### src/design/dual_circular_queue_top_defines.svh
// ----------------------------------------------------------------------------
// dual circular queue assertion macros
// concurrent assertion wrappers included by the queue control (dcq_ctrl)
// ----------------------------------------------------------------------------
`ifndef DUAL_CIRCULAR_QUEUE_TOP_DEFINES_SVH
`define DUAL_CIRCULAR_QUEUE_TOP_DEFINES_SVH

`ifndef SYNTHESIS
// property checked at every clock edge outside reset
`define DCQ_ASSERT(lbl, prop, msg) \
    lbl: assert property (@(posedge i_clk) disable iff (!i_rst_n) prop) else $error(msg);
// property checked at every clock edge, reset included
`define DCQ_ASSERT_ALWAYS(lbl, prop, msg) \
    lbl: assert property (@(posedge i_clk) prop) else $error(msg);
`else
`define DCQ_ASSERT(lbl, prop, msg)
`define DCQ_ASSERT_ALWAYS(lbl, prop, msg)
`endif

`endif

### src/design/dcq_pkg.sv
// ----------------------------------------------------------------------------
// dcq_pkg
// shared codes and types of the dual circular queue
// ----------------------------------------------------------------------------
package dcq_pkg;

    // payload widths fixed by the interface
    localparam int DATA_W = 32;
    localparam int REQ_W  = 2;
    localparam int CFG_W  = 6;
    localparam int CNT_OUT_W = 6;

    // request codes
    localparam logic [REQ_W-1:0] REQ_ENQ_FIRST  = 2'd0;
    localparam logic [REQ_W-1:0] REQ_ENQ_SECOND = 2'd1;
    localparam logic [REQ_W-1:0] REQ_DEQ_FIRST  = 2'd2;
    localparam logic [REQ_W-1:0] REQ_DEQ_SECOND = 2'd3;

    // result status codes
    typedef enum logic [1:0] {
        ST_DONE  = 2'd0,
        ST_FULL  = 2'd1,
        ST_EMPTY = 2'd2
    } t_status;

    // per-request outcome handed from the pointer control to the pipeline
    typedef struct packed {
        t_status status;
        logic    dequeue;
    } t_req_info;

endpackage

### src/design/dcq_store.sv
// ----------------------------------------------------------------------------
// dcq_store
// item storage shared by both queues, one write and one registered read port
// ----------------------------------------------------------------------------
module dcq_store #(
    parameter int DEPTH  = 64,
    parameter int WIDTH  = 32,
    parameter int ADDR_W = 6
) (
    input  logic              i_clk,
    input  logic              i_wr_en,
    input  logic [ADDR_W-1:0] i_wr_addr,
    input  logic [WIDTH-1:0]  i_wr_data,
    input  logic              i_rd_en,
    input  logic [ADDR_W-1:0] i_rd_addr,
    output logic [WIDTH-1:0]  o_rd_data
);

    logic [WIDTH-1:0] r_mem [DEPTH];
    logic [WIDTH-1:0] r_rd_data;

    // write port
    always_ff @(posedge i_clk) begin
        if (i_wr_en) begin
            r_mem[i_wr_addr] <= i_wr_data;
        end
    end

    // read port, data registered and valid in the cycle after the request
    always_ff @(posedge i_clk) begin
        if (i_rd_en) begin
            r_rd_data <= r_mem[i_rd_addr];
        end
    end

    assign o_rd_data = r_rd_data;

endmodule

### src/design/dcq_ctrl.sv
// ----------------------------------------------------------------------------
// dcq_ctrl
// head, tail and occupancy of both rings, request checks and store access
// ----------------------------------------------------------------------------
`include "dual_circular_queue_top_defines.svh"

module dcq_ctrl #(
    parameter int TOTAL_DEPTH = 64,
    parameter int HALF_DEPTH  = 32,
    parameter int PTR_W       = 5,
    parameter int CNT_W       = 6,
    parameter int ADDR_W      = 6
) (
    input  logic                      i_clk,
    input  logic                      i_rst_n,
    input  logic                      i_cfg_we,
    input  logic [dcq_pkg::CFG_W-1:0] i_cfg_cap,
    input  logic                      i_accept,
    input  logic [dcq_pkg::REQ_W-1:0] i_req_type,
    output dcq_pkg::t_req_info        o_info,
    output logic [CNT_W-1:0]          o_first_cnt,
    output logic [CNT_W-1:0]          o_second_cnt,
    output logic                      o_wr_en,
    output logic                      o_rd_en,
    output logic [ADDR_W-1:0]         o_addr
);
    import dcq_pkg::*;

    localparam int CAP_RESET = (HALF_DEPTH < 32) ? HALF_DEPTH : 32;
    localparam int EXT_W     = CNT_W + CFG_W;

    logic [CNT_W-1:0] r_cap;
    logic [PTR_W-1:0] r_first_head;
    logic [PTR_W-1:0] r_first_tail;
    logic [CNT_W-1:0] r_first_occ;
    logic [PTR_W-1:0] r_second_head;
    logic [PTR_W-1:0] r_second_tail;
    logic [CNT_W-1:0] r_second_occ;

    logic [CNT_W-1:0] n_cap;
    logic [PTR_W-1:0] n_first_head;
    logic [PTR_W-1:0] n_first_tail;
    logic [CNT_W-1:0] n_first_occ;
    logic [PTR_W-1:0] n_second_head;
    logic [PTR_W-1:0] n_second_tail;
    logic [CNT_W-1:0] n_second_occ;

    logic             second;
    logic             dequeue;
    logic [CNT_W-1:0] occ_sel;
    logic [PTR_W-1:0] ptr_sel;
    logic [CNT_W:0]   ptr_inc;
    logic [PTR_W-1:0] ptr_next;
    logic [CNT_W-1:0] occ_next;
    logic [EXT_W-1:0] cfg_ext;
    t_status          status;
    logic             commit;

    // decode the request
    always_comb begin
        case (i_req_type)
            REQ_ENQ_FIRST:  begin second = 1'b0; dequeue = 1'b0; end
            REQ_ENQ_SECOND: begin second = 1'b1; dequeue = 1'b0; end
            REQ_DEQ_FIRST:  begin second = 1'b0; dequeue = 1'b1; end
            REQ_DEQ_SECOND: begin second = 1'b1; dequeue = 1'b1; end
            default:        begin second = 1'b0; dequeue = 1'b0; end
        endcase
    end

    // select the addressed ring and check full or empty
    always_comb begin
        occ_sel = second ? r_second_occ : r_first_occ;
        if (dequeue) begin
            ptr_sel = second ? r_second_head : r_first_head;
            status  = (occ_sel == '0) ? ST_EMPTY : ST_DONE;
        end else begin
            ptr_sel = second ? r_second_tail : r_first_tail;
            status  = (occ_sel >= r_cap) ? ST_FULL : ST_DONE;
        end
        commit = i_accept && (status == ST_DONE);
    end

    // pointer advance with wrap at the capacity, occupancy step
    always_comb begin
        ptr_inc  = (CNT_W+1)'(ptr_sel) + (CNT_W+1)'(1);
        ptr_next = (ptr_inc >= (CNT_W+1)'(r_cap)) ? '0 : ptr_inc[PTR_W-1:0];
        occ_next = dequeue ? (occ_sel - CNT_W'(1)) : (occ_sel + CNT_W'(1));
    end

    // clamp the written capacity to between one and one ring half
    always_comb begin
        cfg_ext = {{CNT_W{1'b0}}, i_cfg_cap};
        if (i_cfg_cap == '0) begin
            n_cap = CNT_W'(1);
        end else if (cfg_ext > EXT_W'(HALF_DEPTH)) begin
            n_cap = CNT_W'(HALF_DEPTH);
        end else begin
            n_cap = cfg_ext[CNT_W-1:0];
        end
    end

    // next ring state
    always_comb begin
        n_first_head  = r_first_head;
        n_first_tail  = r_first_tail;
        n_first_occ   = r_first_occ;
        n_second_head = r_second_head;
        n_second_tail = r_second_tail;
        n_second_occ  = r_second_occ;
        if (i_cfg_we) begin
            n_first_head  = '0;
            n_first_tail  = '0;
            n_first_occ   = '0;
            n_second_head = '0;
            n_second_tail = '0;
            n_second_occ  = '0;
        end else if (commit) begin
            if (second) begin
                n_second_occ = occ_next;
                if (dequeue) begin
                    n_second_head = ptr_next;
                end else begin
                    n_second_tail = ptr_next;
                end
            end else begin
                n_first_occ = occ_next;
                if (dequeue) begin
                    n_first_head = ptr_next;
                end else begin
                    n_first_tail = ptr_next;
                end
            end
        end
    end

    // ring state registers
    always_ff @(posedge i_clk) begin
        if (!i_rst_n) begin
            r_cap         <= CNT_W'(CAP_RESET);
            r_first_head  <= '0;
            r_first_tail  <= '0;
            r_first_occ   <= '0;
            r_second_head <= '0;
            r_second_tail <= '0;
            r_second_occ  <= '0;
        end else begin
            if (i_cfg_we) begin
                r_cap <= n_cap;
            end
            r_first_head  <= n_first_head;
            r_first_tail  <= n_first_tail;
            r_first_occ   <= n_first_occ;
            r_second_head <= n_second_head;
            r_second_tail <= n_second_tail;
            r_second_occ  <= n_second_occ;
        end
    end

    // store access and request outcome
    assign o_wr_en      = commit && !dequeue;
    assign o_rd_en      = commit && dequeue;
    assign o_addr       = (second ? ADDR_W'(HALF_DEPTH) : ADDR_W'(0)) + ADDR_W'(ptr_sel);
    assign o_info       = '{status: status, dequeue: dequeue};
    assign o_first_cnt  = n_first_occ;
    assign o_second_cnt = n_second_occ;

    // checks
    `DCQ_ASSERT(a_occ_in_range, (r_first_occ <= r_cap) && (r_second_occ <= r_cap), "occupancy above capacity")
    `DCQ_ASSERT(a_empty_ptrs, ((r_first_occ != '0) || (r_first_head == r_first_tail)) && ((r_second_occ != '0) || (r_second_head == r_second_tail)), "empty ring with head apart from tail")
    `DCQ_ASSERT(a_reject_holds, (i_accept && !i_cfg_we && (status != ST_DONE)) |=> ($stable(r_first_occ) && $stable(r_second_occ)), "rejected request changed occupancy")

endmodule

### src/design/dual_circular_queue_top.sv
// ----------------------------------------------------------------------------
// dual_circular_queue_top
// two circular fifo queues sharing one item store
// ----------------------------------------------------------------------------
// The block takes one request per cycle while o_in_ready is high and returns
// one result per request, in order, through the registered read of the item
// store and then the output register. Enqueues and dequeues each touch a
// single store entry and move a single pointer, so back-to-back requests run
// at one per cycle for as long as results are taken. A full enqueue or an
// empty dequeue returns a status code with zero data and changes nothing.
// Writing the capacity register empties both queues; the user must write it
// only while no request is in flight; the block does not enforce it.
// ----------------------------------------------------------------------------
module dual_circular_queue_top #(
    parameter int TOTAL_DEPTH = 64,
    parameter int ITEM_WIDTH  = 32
) (
    input  logic                          i_clk,
    input  logic                          i_rst_n,
    // configuration
    input  logic                          i_cfg_valid,
    output logic                          o_cfg_ready,
    input  logic [dcq_pkg::CFG_W-1:0]     i_cfg_half_capacity,
    // requests
    input  logic                          i_in_valid,
    output logic                          o_in_ready,
    input  logic [dcq_pkg::REQ_W-1:0]     i_req_type,
    input  logic signed [dcq_pkg::DATA_W-1:0] i_data_in,
    // results
    output logic                          o_out_valid,
    input  logic                          i_out_ready,
    output logic signed [dcq_pkg::DATA_W-1:0] o_data_out,
    output logic [1:0]                    o_status,
    output logic [dcq_pkg::CNT_OUT_W-1:0] o_first_count,
    output logic [dcq_pkg::CNT_OUT_W-1:0] o_second_count
);
    import dcq_pkg::*;

    localparam int HALF_DEPTH = TOTAL_DEPTH / 2;
    localparam int PTR_W      = (HALF_DEPTH > 1) ? $clog2(HALF_DEPTH) : 1;
    localparam int CNT_W      = $clog2(HALF_DEPTH + 1);
    localparam int ADDR_W     = $clog2(TOTAL_DEPTH);

    logic                  cfg_we;
    logic                  accept;
    logic                  s1_adv;
    t_req_info             info;
    logic [CNT_W-1:0]      first_cnt;
    logic [CNT_W-1:0]      second_cnt;
    logic                  wr_en;
    logic                  rd_en;
    logic [ADDR_W-1:0]     addr;
    logic [ITEM_WIDTH+DATA_W-1:0] wr_ext;
    logic [ITEM_WIDTH-1:0] rd_data;
    logic [ITEM_WIDTH+DATA_W-1:0] rd_ext;
    logic [CNT_W+CNT_OUT_W-1:0]   first_ext;
    logic [CNT_W+CNT_OUT_W-1:0]   second_ext;

    logic                  r_s1_vld;
    t_req_info             r_s1_info;
    logic [CNT_W-1:0]      r_s1_first;
    logic [CNT_W-1:0]      r_s1_second;
    logic                  r_o_vld;
    logic [DATA_W-1:0]     r_o_data;
    t_status               r_o_status;
    logic [CNT_OUT_W-1:0]  r_o_first;
    logic [CNT_OUT_W-1:0]  r_o_second;

    // handshakes
    assign o_cfg_ready = 1'b1;
    assign cfg_we      = i_cfg_valid;
    assign s1_adv      = r_s1_vld && (!r_o_vld || i_out_ready);
    assign o_in_ready  = !r_s1_vld || s1_adv;
    assign accept      = i_in_valid && o_in_ready;

    // ring pointers and request checks
    dcq_ctrl #(
        .TOTAL_DEPTH (TOTAL_DEPTH),
        .HALF_DEPTH  (HALF_DEPTH),
        .PTR_W       (PTR_W),
        .CNT_W       (CNT_W),
        .ADDR_W      (ADDR_W)
    ) u_ctrl (
        .i_clk        (i_clk),
        .i_rst_n      (i_rst_n),
        .i_cfg_we     (cfg_we),
        .i_cfg_cap    (i_cfg_half_capacity),
        .i_accept     (accept),
        .i_req_type   (i_req_type),
        .o_info       (info),
        .o_first_cnt  (first_cnt),
        .o_second_cnt (second_cnt),
        .o_wr_en      (wr_en),
        .o_rd_en      (rd_en),
        .o_addr       (addr)
    );

    // item store
    assign wr_ext = {{ITEM_WIDTH{1'b0}}, i_data_in};

    dcq_store #(
        .DEPTH  (TOTAL_DEPTH),
        .WIDTH  (ITEM_WIDTH),
        .ADDR_W (ADDR_W)
    ) u_store (
        .i_clk     (i_clk),
        .i_wr_en   (wr_en),
        .i_wr_addr (addr),
        .i_wr_data (wr_ext[ITEM_WIDTH-1:0]),
        .i_rd_en   (rd_en),
        .i_rd_addr (addr),
        .o_rd_data (rd_data)
    );

    assign rd_ext     = {{DATA_W{1'b0}}, rd_data};
    assign first_ext  = {{CNT_OUT_W{1'b0}}, r_s1_first};
    assign second_ext = {{CNT_OUT_W{1'b0}}, r_s1_second};

    // read stage and output register
    always_ff @(posedge i_clk) begin
        if (!i_rst_n) begin
            r_s1_vld <= 1'b0;
            r_o_vld  <= 1'b0;
        end else begin
            if (accept) begin
                r_s1_vld <= 1'b1;
            end else if (s1_adv) begin
                r_s1_vld <= 1'b0;
            end
            if (s1_adv) begin
                r_o_vld <= 1'b1;
            end else if (i_out_ready) begin
                r_o_vld <= 1'b0;
            end
        end
        if (accept) begin
            r_s1_info   <= info;
            r_s1_first  <= first_cnt;
            r_s1_second <= second_cnt;
        end
        if (s1_adv) begin
            r_o_data   <= (r_s1_info.dequeue && (r_s1_info.status == ST_DONE))
                          ? rd_ext[DATA_W-1:0] : '0;
            r_o_status <= r_s1_info.status;
            r_o_first  <= first_ext[CNT_OUT_W-1:0];
            r_o_second <= second_ext[CNT_OUT_W-1:0];
        end
    end

    assign o_out_valid    = r_o_vld;
    assign o_data_out     = r_o_data;
    assign o_status       = r_o_status;
    assign o_first_count  = r_o_first;
    assign o_second_count = r_o_second;

endmodule
### config.mk
export PLATFORM = sky130hd
export DESIGN_NAME = dual_circular_queue_top
export DESIGN_NICKNAME = d
export VERILOG_FILES = /design/src/design/dcq_pkg.sv /design/src/design/dcq_store.sv /design/src/design/dcq_ctrl.sv /design/src/design/dual_circular_queue_top.sv
export VERILOG_INCLUDE_DIRS = /design/src /design/src/design
export SDC_FILE = /design/constraint.sdc
export NUM_CORES = 2
export LEC_CHECK = 0
export CORE_MARGIN = 2
export CORE_UTILIZATION = 33
export DETAILED_ROUTE_END_ITERATION = 16
export DONT_BUFFER_PORTS = 1
export PLACE_DENSITY = 0.54
export SETUP_SLACK_MARGIN = 0.3
export SLEW_MARGIN = 20
export SYNTH_ARGS = -nofsm -noshare
export SYNTH_HDL_FRONTEND = slang
export SYNTH_SLANG_ARGS = --single-unit
### constraint.sdc
create_clock -name i_clk -period 5.7 [get_ports i_clk]
set_input_delay 0.57 -clock i_clk [delete_from_list [all_inputs] [get_ports i_clk]]
set_output_delay 0.57 -clock i_clk [all_outputs]
set_load 0.005 [all_outputs]
# After elaboration in Yosys (flattened, before gate mapping)
# Memories as Yosys holds them, arrays and structs flattened. A register that Yosys moved wholly into a read port is not among the register bits.
# Index checks and enable logic that the tools add are counted.
dict set report word_totals {
  mem_bits_rw 2048
  ff_bits 101
  n_memories 1
}
# name depth width read_ports rd_clocked_by_memory_dff wr line_no
set mem_list {}
lappend mem_list {u_store.r_mem 64 32 1 1 1 dcq_store.sv:19} ;# logic [WIDTH-1:0] r_mem [DEPTH];
dict set report op_classes {
  n_reduce_logical 27
  order_cmp 3
  add_sub_neg 4
  eq_ne 3
  n_bitwise 3
  n_mux 26
}
# operator n
set ops {}
lappend ops {{6-bit 2-to-1 mux} 11}
lappend ops {{5-bit 2-to-1 mux} 4}
lappend ops {{6-bit zero test} 2}
lappend ops {{3-bit AND reduction} 4}
lappend ops {{2-bit OR reduction} 5}
lappend ops {{7-bit by 6-bit >= comparator with 1-bit output} 1}
lappend ops {{1-bit 2-to-1 mux} 7}
lappend ops {{5-bit by 1-bit adder with 6-bit output (second input constant)} 1}
lappend ops {{6-bit by 1-bit adder with 6-bit output (second input constant)} 1}
lappend ops {{6-bit by 5-bit adder with 6-bit output} 1}
lappend ops {{6-bit >= comparator} 1}
lappend ops {{6-bit greater-than comparator (second input constant)} 1}
lappend ops {{1-bit logical AND} 6}
lappend ops {{2-bit zero test} 3}
lappend ops {{6-bit by 1-bit subtractor with 6-bit output (second input constant)} 1}
lappend ops {{2-bit == test (second input constant)} 2}
lappend ops {{2-bit 2-to-1 mux} 2}
lappend ops {{1-bit one-hot mux with 2 select lines} 2}
lappend ops {{2-bit nonzero test} 2}
lappend ops {{1-bit zero test} 3}
lappend ops {{1-bit inverter} 3}
lappend ops {{2-bit by 1-bit == test with 1-bit output (second input constant)} 1}
lappend ops {{1-bit logical OR} 2}

# Depth between registers and ports, before layout
dict set report depth {
  word_depth 12
  ltp_mapped 14
  depth_no_buf 12
}

# Cells and area by module
# Synthesis repeated with hierarchy kept, for this count alone.
dict set report unflattened {
  cells_unflattened 3735
  hier_area_um2 83608.9
}
# module area_each_um2 n_inst cells_per_inst seq_area_each_um2
set by_module_without_submodules {}
lappend by_module_without_submodules {dcq_store 78835.6 1 3324 62459.9}
lappend by_module_without_submodules {dcq_ctrl 2586.2 1 303 760.7}
lappend by_module_without_submodules {dual_circular_queue_top 2187.1 1 108 1871.8}

# Least setup slack after synthesis
# Ideal clock, no wire load.
dict set report synth_timing {
  path_kind {input to register}
  startpoint {input port i_req_type[0] (netlist bit)}
  endpoint {memory u_store.r_mem[0][0], enable pin}
  t_required_ps 5239
  stages 12
  n_path_buf 5
  arrival_ps 5430
  setup_ps 461
  setup_slack_ps -191
  path_cell_list {buf_6 -> clkbuf_1 -> buf_1 -> mux2_2 -> ha_1 -> a21o_1 -> a21oi_1 -> o21ai_1 -> or3_1 -> clkbuf_1 -> buf_1 -> nor3_1}
}
dict set report synth_via {
  elab_chain_len 12
}
# element line_no
set synth_rtl {}
lappend synth_rtl {{start, declared} dual_circular_queue_top.sv:27} ;# input logic [dcq_pkg::REQ_W-1:0] i_req_type,
lappend synth_rtl {{2-bit by 1-bit == test with 1-bit output (tied with other cells)} dcq_ctrl.sv:61} ;# case (i_req_type)
lappend synth_rtl {{2-bit OR reduction (no source line)} --}
lappend synth_rtl {{1-bit one-hot mux with 2 select lines} dcq_ctrl.sv:61}
lappend synth_rtl {{6-bit 2-to-1 mux} dcq_ctrl.sv:72} ;# occ_sel = second ? r_second_occ : r_first_occ;
lappend synth_rtl {{6-bit >= comparator or 6-bit zero test (tied branches)} {dcq_ctrl.sv:78, dcq_ctrl.sv:75}}
lappend synth_rtl {{1-bit 2-to-1 mux or 2-bit 2-to-1 mux (tied branches)} {dcq_ctrl.sv:78, dcq_ctrl.sv:75}}
lappend synth_rtl {{2-bit 2-to-1 mux} dcq_ctrl.sv:73} ;# if (dequeue) begin
lappend synth_rtl {{2-bit zero test} dcq_ctrl.sv:80} ;# commit = i_accept && (status == ST_DONE);
lappend synth_rtl {{1-bit logical AND} dcq_ctrl.sv:80}
lappend synth_rtl {{1-bit logical AND} dcq_ctrl.sv:160} ;# assign o_wr_en = commit && !dequeue;
lappend synth_rtl {{1-bit 2-to-1 mux} dcq_store.sv:24} ;# if (i_wr_en) begin
lappend synth_rtl {{1-bit 2-to-1 mux (implied by the code)} dcq_store.sv:25} ;# r_mem[i_wr_addr] <= i_wr_data;
lappend synth_rtl {{end, declared} dcq_store.sv:19}
# Several ways; a longest one is shown, not always the timed one.

# Worst setup path in the final report
dict set report layout_timing {
  startpoint {register u_ctrl.r_first_head[4]}
  endpoint {register u_store.r_rd_data[10] (netlist: u_store.o_rd_data[10]) (read register of u_store.r_mem) (data pin)}
}
dict set report layout_via {
  elab_chain_len 3
}
# element line_no
set layout_rtl {}
lappend layout_rtl {{start, declared} dcq_ctrl.sv:33} ;# logic [PTR_W-1:0] r_first_head;
lappend layout_rtl {{start signal, assigned} dcq_ctrl.sv:150} ;# r_first_head <= n_first_head;
lappend layout_rtl {{5-bit 2-to-1 mux} dcq_ctrl.sv:74} ;# ptr_sel = second ? r_second_head : r_first_head;
lappend layout_rtl {{5-bit 2-to-1 mux} dcq_ctrl.sv:73}
lappend layout_rtl {{6-bit by 5-bit adder with 6-bit output} dcq_ctrl.sv:162} ;# assign o_addr = (second ? ADDR_W'(HALF_DEPTH) : ADDR_W'(0)) + ADDR_W'(ptr_sel);
lappend layout_rtl {{end, declared} dcq_store.sv:20} ;# logic [WIDTH-1:0] r_rd_data;
# No other way between the ends.
# A chain may end at the register's enable or synchronous reset.

==> impl_metrics.ini <==
[timing]
slew_viol_final = 0
finalCritPeriodShare_pct = 68.9
fin_ws_ns = 1.77
slew_headroom_pct = 23.4
setup_viol = 0
final.setup_skew_ns = 0.0519
fin_crit_ns = 3.93
rsz0062_at_grt = false
hold_viol_final = 0
fmax_mhz = 255
setup_tns_ns = 0
tightest_slew_ns = 1.14

[synth]
synth_flop_cell = edfxtp_1
syn_avg_cell_area_um2 = 19.0
async_flop_share_pct = 0
syn_area_um2 = 79300
synth_top_cell_area_share_pct = 81.1
synth_top_cell_by_area = edfxtp_1
synth_seq_cells = 2181
synth_commonest_cells = edfxtp_1, a22oi_1, a41oi_1
synth_edf_count = 2141
syn_inst = 4181
ys_top_cells_by_area = edfxtp_1, a22oi_1, a41oi_1, dfxtp_1, buf_2
seq_area_frac_synth_pct = 82.1
syn-num-nets = 4244
synth_cell_types = 56
yosysWarnings = 0
synth_most_common_cell = edfxtp_1

[hold_path]
hold_start = i_req_type[0]
hp-class = in -> reg
hold_end = u_ctrl.r_first_head[4]
whs_path_depth = 3

[floorplanning]
initial_core_util_pct = 33.3
dieArea_um2 = 244000
ios = 94
coreArea_um2 = 238000
rows = 179
die_w_um = 494
die_h_um = 494

[clocking]
h-tree-depth = 4
holdBufCountCts = 46
tritoncts = yes
path_clk_slew_ns = 0.06
clock_latency_ns = 0.86
ctsResizeCount = 0
post_cts_buffers = 0
clock_sinks = 2181
clockRootBuffer = clkbuf_16
cts_buffers = 207
clk_path_buf_depth = 3

[layout]
fin_nets = 4418
drive_above_1_share_pct = 14.0
area_growth_pct = 15.7

[routing]
drtIter0Drc = 5021
vias_per_cell = 5.58
vias = 42890
wl_um = 232000
drt_first_pass_iters = 7
drcViolationCount = 0
drtAntennaViolNets = 0
routedWlPerCell_um = 30.2

[grt]
grt_pass1_vias = 41168
groute.usage.overall_pct = 18.5
grt_pass1_wl_um = 323000
overflow = 0
antenna_found_initial = 15
grt_max_degree = 93

[power]
power.internal_uw = 25300
swShare_pct = 20.6
peakVddDrop_uv = 287
p_switching_uw = 6540
seqPwrFrac_pct = 55.7
comb_power_share_pct = 2.4
cellLeakagePower_uw = 0.0271
power_density_nw_per_um2 = 347
power_frac_clock_pct = 41.9

[critical_path]
ff2ff_setup_slack_ns = 1.77
critPathKind = reg -> reg
cp_data_required_time_ns = 6.27
r2r_end = u_store.o_rd_data[10]
r2r_start = u_ctrl.r_first_head[4]
rr_worst_depth = 8
arrival_ns = 4.49
path_max_fanout = 21
start_kind = flip-flop
cp-end-kind = flip-flop

[placed_design]
place.gp.congestion = 0.816
place_ws_ns = 1.40
dpl.hpwl_um = 134000
portBuffers = 0

[run]
cap_violations = 0

[run_status]
status = finished clean
## power by group through the flow
stage          clock network, uW  registers [uW]  logic [uW]
2_1_floorplan                  0           18000         227
3_3_place_gp                   0           18000         394
3_5_place_dp                   0           18000         396
4_1_cts                    13500           17700         772
5_1_grt                    14100           17700         803
6_report                   13300           17700         764
## sequential cells by signal, indices dropped and copies added, names as in the netlist, 6 cells and up
register             flops
o_data_out              32
r_s1_first               6
r_s1_second              6
u_ctrl.r_second_occ      6
u_store.o_rd_data       32
o_second_count           6
u_ctrl.r_cap             6
u_ctrl.r_first_occ       6
u_store.r_mem         2048
o_first_count            6
## layout make-up
class                      count  area (um2)
sequential                  2181       65100
timing repair buffer         246        2870
tap                         3167        3960
clock buffer                 255        5390
inverter                      17        66.3
multi-input combinational   1702       13200
clock inverter               117        1110
antenna                        6        15.0
fill                       21509      147000
## worst max path at each step
stage	from	end	slack (ns)	depth (start not counted)
after detailed placement	i_req_type[1]	u_store.o_rd_data[19]	1.40	8
final	u_ctrl.r_first_head[4]	u_store.o_rd_data[10]	1.77	8
after global routing	u_ctrl.r_first_head[4]	u_store.o_rd_data[19]	1.64	8
after CTS	u_ctrl.r_first_head[4]	u_store.o_rd_data[19]	1.70	8
after global placement	i_req_type[0]	u_store.o_rd_data[29]	1.41	9
after floorplan	i_req_type[0]	u_store.r_mem[0][0]	-0.19	12
## stage by stage
stage | instances | area (um2) | utilization, % | hold slack, ns | power, uW
after detailed placement | 7266 | 84200 | 35.3 | 0.411 | 18400
final | 7691 | 91700 | 38.5 | 0.0531 | 31800
after floorplan | 4181 | 79300 | - | 0.400 | 18300
after global routing | 7686 | 91700 | 38.5 | 0.0110 | 32600
after global placement | 7265 | 84100 | 35.3 | 0.405 | 18400
after CTS | 7684 | 91700 | 38.5 | 0.00670 | 32000
## critical path, cell delays in order, from the launching register on
cell      delay, ns
dfxtp_1        0.31
and2_0         0.12
a211oi_1       0.74
a21oi_1        0.29
nand3_2        0.58
buf_4          0.36
a41oi_1        0.07
nor4_1         0.93
nand4_1        0.19
## kinds of logic (layout without fill, tap and decap cells)
kind of cell / count (synthesis) / in the layout / share of synthesized area, %
AO/OA/AOI/OAI: 1319 / 1319 / 13.0
XOR/XNOR: 9 / 9 / 0.0994
adder cells (fa/ha/maj): 18 / 18 / 0.294
buffers and inverters: 298 / 635 / 1.78
flip-flops: 2181 / 2181 / 82.1
multiplexers: 39 / 39 / 0.554
other: 1 / 7 / 0.00473
AND/OR/NAND/NOR: 316 / 316 / 2.21
## cells in the final DEF, fill, tap and decap left out, types with 51 or more instances in the layout
| cell type | netlist | final |
|---|---|---|
| nand4_1 | 59 | 59 |
| clkbuf_16 | 0 | 207 |
| edfxtp_1 | 2141 | 2141 |
| a22o_1 | 64 | 64 |
| a41oi_1 | 166 | 166 |
| a22oi_1 | 896 | 896 |
| nor2_1 | 53 | 51 |
| a221oi_1 | 64 | 64 |
| a31o_1 | 58 | 58 |
| nor3_2 | 0 | 66 |
| buf_4 | 23 | 171 |
## metal layers
| metal | wire length, um | GRT usage (%) | share of wire, % |
|---|---|---|---|
| met1 | 97700 | 25.7 | 42 |
| met3 | 18100 | 3.42 | 7.8 |
| met2 | 110000 | 29.7 | 47 |
| met5 | 27 | 0 | 0.012 |
| met4 | 6380 | 5.31 | 2.7 |
Power figures use the tool's default switching activity.
